===== src/hdl/dxc_pkg.sv =====
// Package for the disk extent coalescer.
// Holds field widths, opcode and step codes and the plan word passed from front to back.
// No dependencies.
`default_nettype none

package dxc_pkg;

  // Field widths, fixed by the interface
  localparam int unsigned ADDR_W = 48;
  localparam int unsigned LEN_W  = 32;
  localparam int unsigned OFF_W  = 9;
  localparam int unsigned END_W  = 10;

  // Plan queue depth between front and back
  localparam int unsigned QUEUE_DEPTH = 2;
  localparam int unsigned QPTR_W      = $clog2(QUEUE_DEPTH);

  // Input opcodes
  typedef enum logic {
    OP_READ  = 1'b0,
    OP_FLUSH = 1'b1
  } dxc_op_e;

  // Extent kinds, in emission order; also bit positions in the step mask
  typedef enum logic [1:0] {
    STEP_RUN   = 2'd0,
    STEP_LEAD  = 2'd1,
    STEP_WHOLE = 2'd2,
    STEP_TRAIL = 2'd3
  } dxc_step_e;

  localparam int unsigned NUM_STEPS = 4;

  // One classified item: which extents to emit and what they carry
  typedef struct packed {
    logic [NUM_STEPS-1:0] steps;
    logic [ADDR_W-1:0]    run_start;
    logic [LEN_W-1:0]     run_count;
    logic [ADDR_W-1:0]    sector;
    logic [OFF_W-1:0]     lead_start;
    logic [END_W-1:0]     lead_end;
    logic [LEN_W-1:0]     whole;
    logic [END_W-1:0]     trail_end;
  } dxc_plan_t;

endpackage

`default_nettype wire


===== src/hdl/dxc_front.sv =====
// Front end of the disk extent coalescer: accepts items, tracks the pending run
// and turns each item into a plan word. Depends on dxc_pkg.
`default_nettype none

module dxc_front import dxc_pkg::*; #(
  parameter int unsigned SECTOR_BITS = 9
) (
  input  wire logic              clk_i,
  input  wire logic              rst_ni,
  input  wire logic              in_valid_i,
  output logic                   in_ready_o,
  input  wire logic              opcode_i,
  input  wire logic [ADDR_W-1:0] sector_i,
  input  wire logic [OFF_W-1:0]  byte_offset_i,
  input  wire logic [LEN_W-1:0]  byte_length_i,
  output logic                   push_valid_o,
  input  wire logic              push_ready_i,
  output dxc_plan_t              push_plan_o
);

  localparam int unsigned ROOM_W = SECTOR_BITS + 1;
  localparam logic [LEN_W-1:0]  SSIZE_L = LEN_W'(1) << SECTOR_BITS;
  localparam logic [LEN_W-1:0]  SMASK   = SSIZE_L - LEN_W'(1);
  localparam logic [ROOM_W-1:0] SSIZE_R = ROOM_W'(1) << SECTOR_BITS;

  logic [ADDR_W-1:0] run_start_q, run_start_d;
  logic [LEN_W-1:0]  run_count_q, run_count_d;

  logic              accept;
  logic              pend;
  logic              is_flush;
  logic              off_nz;
  logic              cont;
  logic              go;
  logic              new_run;
  logic [ADDR_W-1:0] run_end;
  logic [LEN_W-1:0]  whole_in;
  logic [LEN_W-1:0]  len1;
  logic [LEN_W-1:0]  len2;
  logic [LEN_W-1:0]  room_l;
  logic [LEN_W-1:0]  tail;
  logic [LEN_W-1:0]  whole2;
  logic [ROOM_W-1:0] room;
  logic [ROOM_W-1:0] lead_len;
  logic [ROOM_W-1:0] lead_sum;

  assign accept       = in_valid_i && in_ready_o;
  assign in_ready_o   = push_ready_i;
  assign push_valid_o = accept && (push_plan_o.steps != '0);
  assign run_end      = run_start_q + ADDR_W'(run_count_q);

  // Classify the item and build its plan
  always_comb begin
    pend     = run_count_q != '0;
    is_flush = opcode_i == OP_FLUSH;
    off_nz   = byte_offset_i != '0;
    whole_in = byte_length_i >> SECTOR_BITS;

    // continue the pending run exactly
    cont = !is_flush && pend && (run_end == sector_i) && !off_nz &&
           (byte_length_i >= SSIZE_L);
    len1 = cont ? (byte_length_i & SMASK) : byte_length_i;
    go   = !pend || (len1 != '0);

    // leading partial sector
    room     = SSIZE_R - ROOM_W'(byte_offset_i);
    room_l   = LEN_W'(room);
    lead_len = (len1 < room_l) ? len1[ROOM_W-1:0] : room;
    lead_sum = ROOM_W'(byte_offset_i) + lead_len;
    if (off_nz) begin
      len2 = (len1 > room_l) ? (len1 - room_l) : '0;
    end else begin
      len2 = len1;
    end
    tail   = len2 & SMASK;
    whole2 = len2 >> SECTOR_BITS;

    push_plan_o            = '0;
    push_plan_o.run_start  = run_start_q;
    push_plan_o.run_count  = cont ? (run_count_q + whole_in) : run_count_q;
    push_plan_o.sector     = cont ? (sector_i + ADDR_W'(whole_in)) : sector_i;
    push_plan_o.lead_start = byte_offset_i;
    push_plan_o.lead_end   = END_W'(lead_sum);
    push_plan_o.whole      = whole2;
    push_plan_o.trail_end  = END_W'(tail);

    new_run = 1'b0;
    if (is_flush) begin
      push_plan_o.steps[STEP_RUN] = pend;
    end else begin
      push_plan_o.steps[STEP_RUN]   = pend && (len1 != '0);
      push_plan_o.steps[STEP_LEAD]  = go && off_nz;
      push_plan_o.steps[STEP_WHOLE] = go && (tail != '0) && (whole2 != '0);
      push_plan_o.steps[STEP_TRAIL] = go && (tail != '0);
      new_run = go && (len2 != '0) && (tail == '0);
    end
  end

  // Advance the pending run
  always_comb begin
    run_start_d = run_start_q;
    run_count_d = run_count_q;
    if (accept) begin
      if (is_flush) begin
        run_count_d = '0;
      end else if (new_run) begin
        run_start_d = sector_i + ADDR_W'(off_nz);
        run_count_d = whole2;
      end else if (push_plan_o.steps[STEP_RUN]) begin
        run_count_d = '0;
      end else if (cont) begin
        run_count_d = run_count_q + whole_in;
      end
    end
  end

  always_ff @(posedge clk_i or negedge rst_ni) begin
    if (!rst_ni) begin
      run_start_q <= '0;
      run_count_q <= '0;
    end else begin
      run_start_q <= run_start_d;
      run_count_q <= run_count_d;
    end
  end

  // A flush always leaves no run pending
  a_flush_clears: assert property (@(posedge clk_i) disable iff (!rst_ni)
    (accept && is_flush) |=> (run_count_q == '0))
    else $error("pending run survived a flush");

  // Without a pending run no run extent is planned
  a_no_phantom_run: assert property (@(posedge clk_i) disable iff (!rst_ni)
    (accept && (run_count_q == '0)) |-> !push_plan_o.steps[STEP_RUN])
    else $error("run extent planned with no run pending");

endmodule

`default_nettype wire


===== src/hdl/dxc_fifo.sv =====
// Short plan queue between front and back of the disk extent coalescer.
// Register storage, one push and one pop port. Depends on dxc_pkg.
`default_nettype none

module dxc_fifo import dxc_pkg::*; (
  input  wire logic      clk_i,
  input  wire logic      rst_ni,
  input  wire logic      push_valid_i,
  output logic           push_ready_o,
  input  wire dxc_plan_t push_plan_i,
  output logic           pop_valid_o,
  input  wire logic      pop_ready_i,
  output dxc_plan_t      pop_plan_o
);

  localparam logic [QPTR_W:0]   FULL_CNT = (QPTR_W+1)'(QUEUE_DEPTH);
  localparam logic [QPTR_W-1:0] LAST_PTR = QPTR_W'(QUEUE_DEPTH - 1);

  dxc_plan_t         mem_q [QUEUE_DEPTH];
  logic [QPTR_W-1:0] wr_ptr_q, wr_ptr_d;
  logic [QPTR_W-1:0] rd_ptr_q, rd_ptr_d;
  logic [QPTR_W:0]   count_q, count_d;
  logic              push;
  logic              pop;

  assign push_ready_o = count_q != FULL_CNT;
  assign pop_valid_o  = count_q != '0;
  assign pop_plan_o   = mem_q[rd_ptr_q];
  assign push         = push_valid_i && push_ready_o;
  assign pop          = pop_valid_o && pop_ready_i;

  // Advance pointers and count
  always_comb begin
    wr_ptr_d = wr_ptr_q;
    rd_ptr_d = rd_ptr_q;
    count_d  = count_q;
    if (push) begin
      wr_ptr_d = (wr_ptr_q == LAST_PTR) ? '0 : wr_ptr_q + 1'b1;
    end
    if (pop) begin
      rd_ptr_d = (rd_ptr_q == LAST_PTR) ? '0 : rd_ptr_q + 1'b1;
    end
    if (push && !pop) begin
      count_d = count_q + 1'b1;
    end else if (pop && !push) begin
      count_d = count_q - 1'b1;
    end
  end

  always_ff @(posedge clk_i or negedge rst_ni) begin
    if (!rst_ni) begin
      wr_ptr_q <= '0;
      rd_ptr_q <= '0;
      count_q  <= '0;
    end else begin
      wr_ptr_q <= wr_ptr_d;
      rd_ptr_q <= rd_ptr_d;
      count_q  <= count_d;
    end
  end

  // Store the incoming word
  always_ff @(posedge clk_i) begin
    if (push) begin
      mem_q[wr_ptr_q] <= push_plan_i;
    end
  end

  a_count_bound: assert property (@(posedge clk_i) disable iff (!rst_ni)
    count_q <= FULL_CNT)
    else $error("plan queue overfilled");

endmodule

`default_nettype wire


===== src/hdl/dxc_back.sv =====
// Back end of the disk extent coalescer: walks each plan word and emits one
// extent per unstalled cycle via an output register. Depends on dxc_pkg.
`default_nettype none

module dxc_back import dxc_pkg::*; (
  input  wire logic              clk_i,
  input  wire logic              rst_ni,
  input  wire logic              cfg_we_i,
  input  wire logic [ADDR_W-1:0] cfg_wdata_i,
  input  wire logic              plan_valid_i,
  output logic                   plan_ready_o,
  input  wire dxc_plan_t         plan_i,
  output logic                   out_valid_o,
  input  wire logic              out_ready_i,
  output logic [ADDR_W-1:0]      rel_sector_o,
  output logic [LEN_W-1:0]       sector_count_o,
  output logic [OFF_W-1:0]       range_start_o,
  output logic [END_W-1:0]       range_end_o,
  output logic                   last_o
);

  logic [ADDR_W-1:0]    part_q;
  logic                 busy_q, busy_d;
  logic [NUM_STEPS-1:0] steps_q, steps_d;
  dxc_plan_t            work_q;
  logic [ADDR_W-1:0]    cursor_q;
  logic [ADDR_W-1:0]    cursor_inc;
  logic                 out_valid_q, out_valid_d;
  logic [ADDR_W-1:0]    rel_q;
  logic [LEN_W-1:0]     cnt_q;
  logic [OFF_W-1:0]     rs_q;
  logic [END_W-1:0]     re_q;
  logic                 last_q;

  logic                 out_free;
  logic                 fire;
  logic                 finish;
  logic                 load;
  dxc_step_e            step;
  logic [NUM_STEPS-1:0] steps_left;
  logic [ADDR_W-1:0]    ext_sector;
  logic [LEN_W-1:0]     ext_count;
  logic [OFF_W-1:0]     ext_rs;
  logic [END_W-1:0]     ext_re;

  assign out_free     = !out_valid_q || out_ready_i;
  assign fire         = busy_q && out_free;
  assign steps_left   = steps_q & ~(NUM_STEPS'(1) << step);
  assign finish       = fire && (steps_left == '0);
  assign plan_ready_o = !busy_q || finish;
  assign load         = plan_valid_i && plan_ready_o;

  // Pick the earliest outstanding extent
  always_comb begin
    if (steps_q[STEP_RUN]) begin
      step = STEP_RUN;
    end else if (steps_q[STEP_LEAD]) begin
      step = STEP_LEAD;
    end else if (steps_q[STEP_WHOLE]) begin
      step = STEP_WHOLE;
    end else begin
      step = STEP_TRAIL;
    end
  end

  // Decode the extent fields for the chosen step
  always_comb begin
    ext_sector = cursor_q;
    ext_count  = '0;
    ext_rs     = '0;
    ext_re     = '0;
    cursor_inc = '0;
    unique case (step)
      STEP_RUN: begin
        ext_sector = work_q.run_start;
        ext_count  = work_q.run_count;
      end
      STEP_LEAD: begin
        ext_rs     = work_q.lead_start;
        ext_re     = work_q.lead_end;
        cursor_inc = ADDR_W'(1);
      end
      STEP_WHOLE: begin
        ext_count  = work_q.whole;
        cursor_inc = ADDR_W'(work_q.whole);
      end
      STEP_TRAIL: begin
        ext_re     = work_q.trail_end;
      end
      default: begin
        ext_sector = cursor_q;
      end
    endcase
  end

  // Control next state
  always_comb begin
    busy_d      = busy_q;
    steps_d     = steps_q;
    out_valid_d = out_valid_q;
    if (load) begin
      busy_d  = 1'b1;
      steps_d = plan_i.steps;
    end else if (fire) begin
      busy_d  = !finish;
      steps_d = steps_left;
    end
    if (fire) begin
      out_valid_d = 1'b1;
    end else if (out_ready_i) begin
      out_valid_d = 1'b0;
    end
  end

  always_ff @(posedge clk_i or negedge rst_ni) begin
    if (!rst_ni) begin
      busy_q      <= 1'b0;
      steps_q     <= '0;
      out_valid_q <= 1'b0;
      part_q      <= '0;
    end else begin
      busy_q      <= busy_d;
      steps_q     <= steps_d;
      out_valid_q <= out_valid_d;
      if (cfg_we_i) begin
        part_q <= cfg_wdata_i;
      end
    end
  end

  // Hold the plan, advance the sector cursor, load the output word
  always_ff @(posedge clk_i) begin
    if (load) begin
      work_q   <= plan_i;
      cursor_q <= plan_i.sector;
    end else if (fire) begin
      cursor_q <= cursor_q + cursor_inc;
    end
    if (fire) begin
      rel_q  <= ext_sector - part_q;
      cnt_q  <= ext_count;
      rs_q   <= ext_rs;
      re_q   <= ext_re;
      last_q <= steps_left == '0;
    end
  end

  assign out_valid_o    = out_valid_q;
  assign rel_sector_o   = rel_q;
  assign sector_count_o = cnt_q;
  assign range_start_o  = rs_q;
  assign range_end_o    = re_q;
  assign last_o         = last_q;

  a_busy_has_work: assert property (@(posedge clk_i) disable iff (!rst_ni)
    busy_q |-> (steps_q != '0))
    else $error("back end busy with no extent left");

  a_lead_advances: assert property (@(posedge clk_i) disable iff (!rst_ni)
    (fire && (step == STEP_LEAD) && !load) |=>
      (cursor_q == $past(cursor_q) + ADDR_W'(1)))
    else $error("cursor did not step past the leading partial sector");

endmodule

`default_nettype wire


===== src/hdl/disk_extent_coalescer_unit.sv =====
// Disk extent coalescer, top level: front end, plan queue and back end.
// Depends on dxc_pkg, dxc_front, dxc_fifo and dxc_back.
//
// Takes read pieces (sector, byte offset, byte length) and flush words, and
// produces sector extents relative to partition_start. Contiguous pieces of
// whole sectors are merged into one pending run, which is emitted when a piece
// breaks it or on a flush. The front end takes one input word every cycle while
// the two-entry plan queue has room, and classifies it in that same cycle. The
// back end emits one extent per cycle while its output is not stalled, 0 to 4
// per item, and loads the next plan word with the last extent of the current
// one. An input word reaches the output via the plan queue, the back end's plan
// register and the output register. The output word is registered, so while a
// result waits the input side keeps accepting words until the plan queue is
// full. No clearing pass runs after reset. partition_start is to be written
// through cfg_we_i only while the block is idle; the block does not enforce it.
`default_nettype none

module disk_extent_coalescer_unit import dxc_pkg::*; #(
  parameter int unsigned SECTOR_BITS = 9
) (
  input  wire logic              clk_i,
  input  wire logic              rst_ni,
  input  wire logic              cfg_we_i,
  input  wire logic [ADDR_W-1:0] cfg_wdata_i,
  input  wire logic              in_valid_i,
  output logic                   in_ready_o,
  input  wire logic              opcode_i,
  input  wire logic [ADDR_W-1:0] sector_i,
  input  wire logic [OFF_W-1:0]  byte_offset_i,
  input  wire logic [LEN_W-1:0]  byte_length_i,
  output logic                   out_valid_o,
  input  wire logic              out_ready_i,
  output logic [ADDR_W-1:0]      rel_sector_o,
  output logic [LEN_W-1:0]       sector_count_o,
  output logic [OFF_W-1:0]       range_start_o,
  output logic [END_W-1:0]       range_end_o,
  output logic                   last_o
);

  logic      push_valid;
  logic      push_ready;
  dxc_plan_t push_plan;
  logic      pop_valid;
  logic      pop_ready;
  dxc_plan_t pop_plan;

  // Classify items
  dxc_front #(
    .SECTOR_BITS (SECTOR_BITS)
  ) u_front (
    .clk_i         (clk_i),
    .rst_ni        (rst_ni),
    .in_valid_i    (in_valid_i),
    .in_ready_o    (in_ready_o),
    .opcode_i      (opcode_i),
    .sector_i      (sector_i),
    .byte_offset_i (byte_offset_i),
    .byte_length_i (byte_length_i),
    .push_valid_o  (push_valid),
    .push_ready_i  (push_ready),
    .push_plan_o   (push_plan)
  );

  // Buffer plans
  dxc_fifo u_fifo (
    .clk_i        (clk_i),
    .rst_ni       (rst_ni),
    .push_valid_i (push_valid),
    .push_ready_o (push_ready),
    .push_plan_i  (push_plan),
    .pop_valid_o  (pop_valid),
    .pop_ready_i  (pop_ready),
    .pop_plan_o   (pop_plan)
  );

  // Emit extents
  dxc_back u_back (
    .clk_i          (clk_i),
    .rst_ni         (rst_ni),
    .cfg_we_i       (cfg_we_i),
    .cfg_wdata_i    (cfg_wdata_i),
    .plan_valid_i   (pop_valid),
    .plan_ready_o   (pop_ready),
    .plan_i         (pop_plan),
    .out_valid_o    (out_valid_o),
    .out_ready_i    (out_ready_i),
    .rel_sector_o   (rel_sector_o),
    .sector_count_o (sector_count_o),
    .range_start_o  (range_start_o),
    .range_end_o    (range_end_o),
    .last_o         (last_o)
  );

endmodule

`default_nettype wire


===== config.mk =====
export PLATFORM = sky130hd
export DESIGN_NAME = disk_extent_coalescer_unit
export DESIGN_NICKNAME = d
export VERILOG_FILES = /design/src/hdl/dxc_pkg.sv /design/src/hdl/dxc_front.sv /design/src/hdl/dxc_fifo.sv /design/src/hdl/dxc_back.sv /design/src/hdl/disk_extent_coalescer_unit.sv
export SDC_FILE = /design/constraint.sdc
export NUM_CORES = 1
export LEC_CHECK = 0
export BUFFER_PORTS_ARGS = -buffer_cell sky130_fd_sc_hd__buf_4
export CORE_MARGIN = 4
export CORE_UTILIZATION = 40
export CTS_BUF_LIST = sky130_fd_sc_hd__clkbuf_16
export DETAILED_ROUTE_END_ITERATION = 16
export GPL_ROUTABILITY_DRIVEN = 0
export GPL_TIMING_DRIVEN = 0
export PLACE_DENSITY = 0.67
export SYNTH_ARGS = -nofsm -noshare
export SYNTH_HDL_FRONTEND = slang
export SYNTH_SLANG_ARGS = --single-unit

===== constraint.sdc =====
create_clock -name clk_i -period 15.55 [get_ports clk_i]
set_input_delay 1.555 -clock clk_i [delete_from_list [all_inputs] [get_ports clk_i]]
set_output_delay 1.555 -clock clk_i [all_outputs]
set_load 0.005 [all_outputs]

# == After elaboration in Yosys (flattened, before gate mapping) ==
# Memory sizes are Yosys's and may differ from the RTL's.
# Index checks and enable logic that the tools add are counted.
# Widths: inputs -> output; s select.
# op_classes
addsub,13
order_cmp,3
n_eq_ne,5
shift,1
n_mux,33
bitwise_logic,3
n_reduce_logical,44
# ops
cell,count
$mux 32,7
$mux 48,4
$reduce_bool 32->1,5
$pmux 32 s2,2
$add 48x32->48,2
$add 48x1->48,1
$add 48x23->48,1
$eq 48x48->1,1
$sub 48x48->48,1
$add 32x23->32,1
$ge 32x10->1 const B,1
$gt 32x10->1,1
$logic_not 32->1,1
$lt 32x10->1,1
$sub 32x10->32,1
$pmux 10 s2,1
$logic_and 1x1->1,18
$mux 1,11
$add 9x10->10,1
$mux 10,1
$sub 10x9->10 const A,1
$reduce_bool 9->1,1
$logic_not 1->1,8
$mux 2,4
other kinds (18),26
# word_totals
register_bits,427
ram_bits,366
inputBits,143
output_inout_bits,102
word_cells,124
n_memories,1
# mem_list
memory,depth,width,read_ports,rd_clocked_by_memory_dff,wr,line_no,source
u_fifo.mem_q,2,183,1,0,1,dxc_fifo.sv:19,dxc_plan_t mem_q [QUEUE_DEPTH];

# == Longest topological paths before layout ==
# depth
word_depth,20
ltp_mapped,37
ltp_nobuf,34

# == By module ==
# A second synthesis with hierarchy kept.
# hier_totals
cells_unflattened,4045
area_unflattened_um2,45745.1
# modules_own_cells
module,instances,cells_per_inst,area_per_inst_um2,seq_area_each_um2
dxc_back,1,1527,17469.3,10029.6
dxc_fifo,1,619,14791.7,11691.2
dxc_front,1,1899,13484.2,2001.9

# == Least setup slack after synthesis ==
# Ideal clock, no wire load.
# synth_path
path_kind,input -> register
startpoint,in byte_length_i[14]
endpoint,"mem u_fifo.mem_q[0][0] in the netlist's numbering, enable pin"
setup_ns,0.730
arrival_time_ns,11.696
required_time_ns,14.820
path_slack_ns,3.124
stages,14
n_path_buf,1
cell_sequence,clkbuf_1 -> nor4_2 -> nand4_1 -> nor4_2 -> nor2b_1 -> or3_1 -> nor4_1 -> nand4_1 -> nor4b_4 -> and4b_1 -> o211a_1 -> nor3_1 -> o21ai_1 -> nor2_1
# synth_via
elab_chain_cells,15
elab_cells_between_ends,22
cone_classes,add/sub: 1; order compare: 2; mux: 7; reduce/logical: 12
# synth_lines
item,line_no,source
"start, declared",disk_extent_coalescer_unit.sv:30,"input wire logic [LEN_W-1:0] byte_length_i,"
$ge 32x10->1,dxc_front.sv:61,(byte_length_i >= SSIZE_L);
$logic_and 1x1->1,dxc_front.sv:60,cont = !is_flush && pend && (run_end == sector_i) && !off_nz &&
$mux 32 *,dxc_front.sv:62,len1 = cont ? (byte_length_i & SMASK) : byte_length_i;
$gt 32x10->1,dxc_front.sv:71,len2 = (len1 > room_l) ? (len1 - room_l) : '0;
$mux 32,dxc_front.sv:71,
$mux 32,dxc_front.sv:70,if (off_nz) begin
$reduce_bool 32->1,"dxc_front.sv:93, dxc_front.sv:94",
$logic_and 1x1->1,"dxc_front.sv:93, dxc_front.sv:94",
$logic_and 1x1->1,dxc_front.sv:93,push_plan_o.steps[STEP_WHOLE] = go && (tail != '0) && (whole2 != '0);
$mux 3,dxc_front.sv:88,if (is_flush) begin
$reduce_bool 4->1 *,dxc_front.sv:49,assign push_valid_o = accept && (push_plan_o.steps != '0);
$logic_and 1x1->1 *,dxc_front.sv:49,
$logic_and 1x1->1 *,dxc_fifo.sv:29,assign push = push_valid_i && push_ready_o;
$mux 1 *,dxc_fifo.sv:64,if (push) begin
$mux 1 (implied by the code) *,dxc_fifo.sv:65,mem_q[wr_ptr_q] <= push_plan_i;
"end, declared",dxc_fifo.sv:19,
# Every way passes the cells marked *; elsewhere a longest branch is shown, timed or not.

==> impl_results.md <==
- Pre-CTS WS: 4.61 ns
- Fraction of the yosys area taken by sequential cells: 0.537
- Residual antenna-violating net count after detailed routing: 0
- Cell repeated most along the worst path: sky130_fd_sc_hd__a21oi_1
- Number of iterations in the first detailed-routing pass: 5
- Asr flop ratio synth: 0.176
- Pins over their slew limit: 0
- Detailed-route wire length per cell: between 20 and 25 microns
- Number of setup buffers added after CTS: 0
- CTS tree: done
- Hold Crit Class: reg2reg
- Ys flop type: sky130_fd_sc_hd__edfxtp_1
- Routed wire length: 129000 microns
- Unrepaired setup endpoints after global routing: no
- Count of distinct cell types in the synthesized netlist: 100
- Outcome: complete, no violations
- Synth area leaders: sky130_fd_sc_hd__edfxtp_1 (46%), sky130_fd_sc_hd__dfrtp_1 (8.1%), sky130_fd_sc_hd__ha_1 (5.1%)
- Fin Hold WS: roughly 0.47 ns
- Final WS setup: 5.18 ns
- Area of the mapped netlist: 42500 sq um
- Clock H-tree levels: 3
- Final Hold Fails: 0
- Setup clock skew after layout: 0.0450 ns
- Portion of synthesized cell area occupied by the leading cell type: 0.455
- Critical path launch point type: primary input
- Initial cell density of the core: 0.404
- Required time at the worst-slack endpoint: between 15 and 20 ns
- Library cell occupying the most area in the post-synthesis netlist: sky130_fd_sc_hd__edfxtp_1
- Maximum vdd ir drop: roughly 0.11 mV
- I/O Pins: 245
- Initial antenna violation count: 14
- Endpoint arrival time on the critical path: 10.77 ns
- FMAX: 96.5 MHz
- Port Buffer Count: 220
- Clock-pin slew reported for the worst setup and hold paths after clock tree synthesis: 0.07 ns
- Number of violations of the max-capacitance limit: 0
- Remaining routing DRC violations: 0
- Clk sink count: 783
- P_leak: 19.1 nW
- Remaining global-route overflow: 0
- Number of endpoints failing setup at the final stage: 0
- Final period utilization: 0.667
- Overall power: slightly below 9 mW
- Total GRT Usage: 0.224
- Row Count: 119
- Via count of the first global-routing pass: 30300
- Category of the worst setup path capture point: flip-flop
- Hold buffer count at cts: 0
- Root Buffer Master: sky130_fd_sc_hd__clkbuf_16
- Iteration-0 DRC count of the detailed router: 3443
- Number of gates resized after cts: 0
- Total power divided by cell area: 176 nW/um^2
- Final Util: 0.466
- Net total in the final layout: about 4300
- Estimated wirelength of the detail-placed design: around 100000 microns
- Fraction of layout cells with a size suffix above 1: 0.146
- #FFs+latches synth: 783
- Number of instances in the synthesized netlist: 3687
- Pin count of the biggest net entering global routing: 83
- CTS Buf Count: 82
- Routed vias: between 30000 and 40000
- FILL cells: 9539
- Relative slew slack: 0.0736
- CP max-delay cell: sky130_fd_sc_hd__nor4_1
- Max Buffers Root-to-Sink: 3
- Area Growth Syn to Fin: 15.4%
- Final Critical Period: 10.37 ns
- Placeable core region: 105000 sq um
- Average vias per placed instance: 5.80
- Horizontal extent of the die: approximately 330 microns
- Syn nets: 4009
- Wire length of the first global-routing pass: 189000 microns
- Vertical die dimension: 334 microns
- Largest fanout on the critical path: 10
- Crit Path Category: in2reg
- Clock latency of the later-clocked register in the worst-skew pair: 0.67 ns
- Total die area: 112000 sq um
- Transition time at the pin with the least slew margin: 1.38 ns
- Synth warn: 0
- Synthesized area divided by synthesized cell count: 11.5 sq um
- Post-synth EDFFs: between 600 and 700
- Max incr delay on CP: 0.86 ns
[metal layers]
| layer | global-route usage | share of wire |
|---|---|---|
| met1 | 0.319 | 0.43 |
| met2 | 0.342 | 0.44 |
| met3 | 0.0455 | 0.099 |
| met4 | 0.0765 | 0.036 |
| met5 | 0 | 0.00053 |
[worst max-delay path: cells and delay by family]
family / cells / cell delay [ns]
XOR/XNOR: 1 / 0.23
buffers and inverters: 7 / 1.59
adder cells (fa/ha/maj): 4 / 1.04
AND/OR/NAND/NOR: 13 / 3.98
AO/OA/AOI/OAI: 12 / 2.32
[cells in the mapped netlist (all sizes together), types with 36 or more instances]
library cell  instances
and3                 41
inv                 136
a31oi                36
clkbuf              127
buf                  38
a21oi               158
edfxtp              645
and2                 58
or3                  43
nor2b                45
nand3                87
nor3                 91
ha                  172
nor2                206
a21o                 70
mux2i                36
mux2                219
a211oi               64
nand4                51
dfrtp               138
nand2               300
o21ai               205
nor4                 38
xor2                114
xnor2               174
[through the flow]
stage / TNS [ns] / cells / instance area, sq um
detailed placement: 0 / 5318 / 46400
CTS: 0 / 5471 / 49100
finish: 0 / 5478 / 49100
floorplan: 0 / 3687 / 42500
global placement: -1200.68 / 5298 / 45900
global route: 0 / 5474 / 49100
[cell type report]
type	count	area, sq um	area share
Tap cell	1391	1740	0.0354
Sequential cell	783	22800	0.465
Buffer	165	691	0.0141
Inverter	136	513	0.0104
Antenna cell	7	17.5	0.000357
Clock buffer	82	2050	0.0418
Timing Repair Buffer	240	2100	0.0427
Multi-Input combinational cell	2603	18500	0.378
Clock inverter	71	629	0.0128
[placed cells by master (no fill, tap or decap), drive strengths merged, types with 38 or more instances in the layout]
master and n:
nor3 91, a21oi 158, nor2b 45, nand4 51, nor2 206, nor4 38, clkbuf 209, xor2 114
edfxtp 645, or3 43, nand3 87, ha 172, and2 58, a21o 70, o21ai 205, dfrtp 138
buf 278, inv 162, nand2 300, mux2 219, xnor2 174, a211oi 64, and3 41
[power breakdown]
group	internal (mW)	total [mW]	leakage [nW]	switching, mW
combinational	1.29	3.26	9.78	1.97
clock	1.08	1.93	1.36	0.854
sequential	3.22	3.46	7.94	0.234
[worst paths after layout]
path / to / depth (start not counted) / slack, ns / from
setup / recovery: u_fifo.mem_q[1][41] / 37 / 5.18 / byte_offset_i[0]
hold / removal: u_fifo.mem_q[0][167] / 0 / 0.47 / u_front.run_start_q[36]
setup reg to reg: u_fifo.mem_q[1][41] / 34 / 5.99 / u_front.run_start_q[0]
hold reg to reg: u_fifo.mem_q[0][167] / 0 / 0.47 / u_front.run_start_q[36]
max in group asynchronous: u_back.part_q[21] / 2 / 13.85 / rst_ni
min in group asynchronous: u_front.run_start_q[38] / 1 / 0.82 / rst_ni
[registers in the layout (all words and copies together), names as in the netlist, 2 cells and up]
register and count:
u_back.range_end_o 10, u_back.work_q 131, u_back.part_q 48, u_front.run_start_q 48, u_fifo.count_q 2, u_back.rel_sector_o 48
u_fifo.mem_q 366, u_back.steps_q 4, u_back.cursor_q 48, u_front.run_count_q 32, u_back.range_start_o 9, u_back.sector_count_o 32
[cell families after synthesis]
group | synth area share
compound gates | 0.130
xor+xnor | 0.0595
fa+ha+maj | 0.0541
buf+inv | 0.0282
flops | 0.537
mux | 0.0664
simple gates | 0.126
Power figures use the tool's default switching activity.
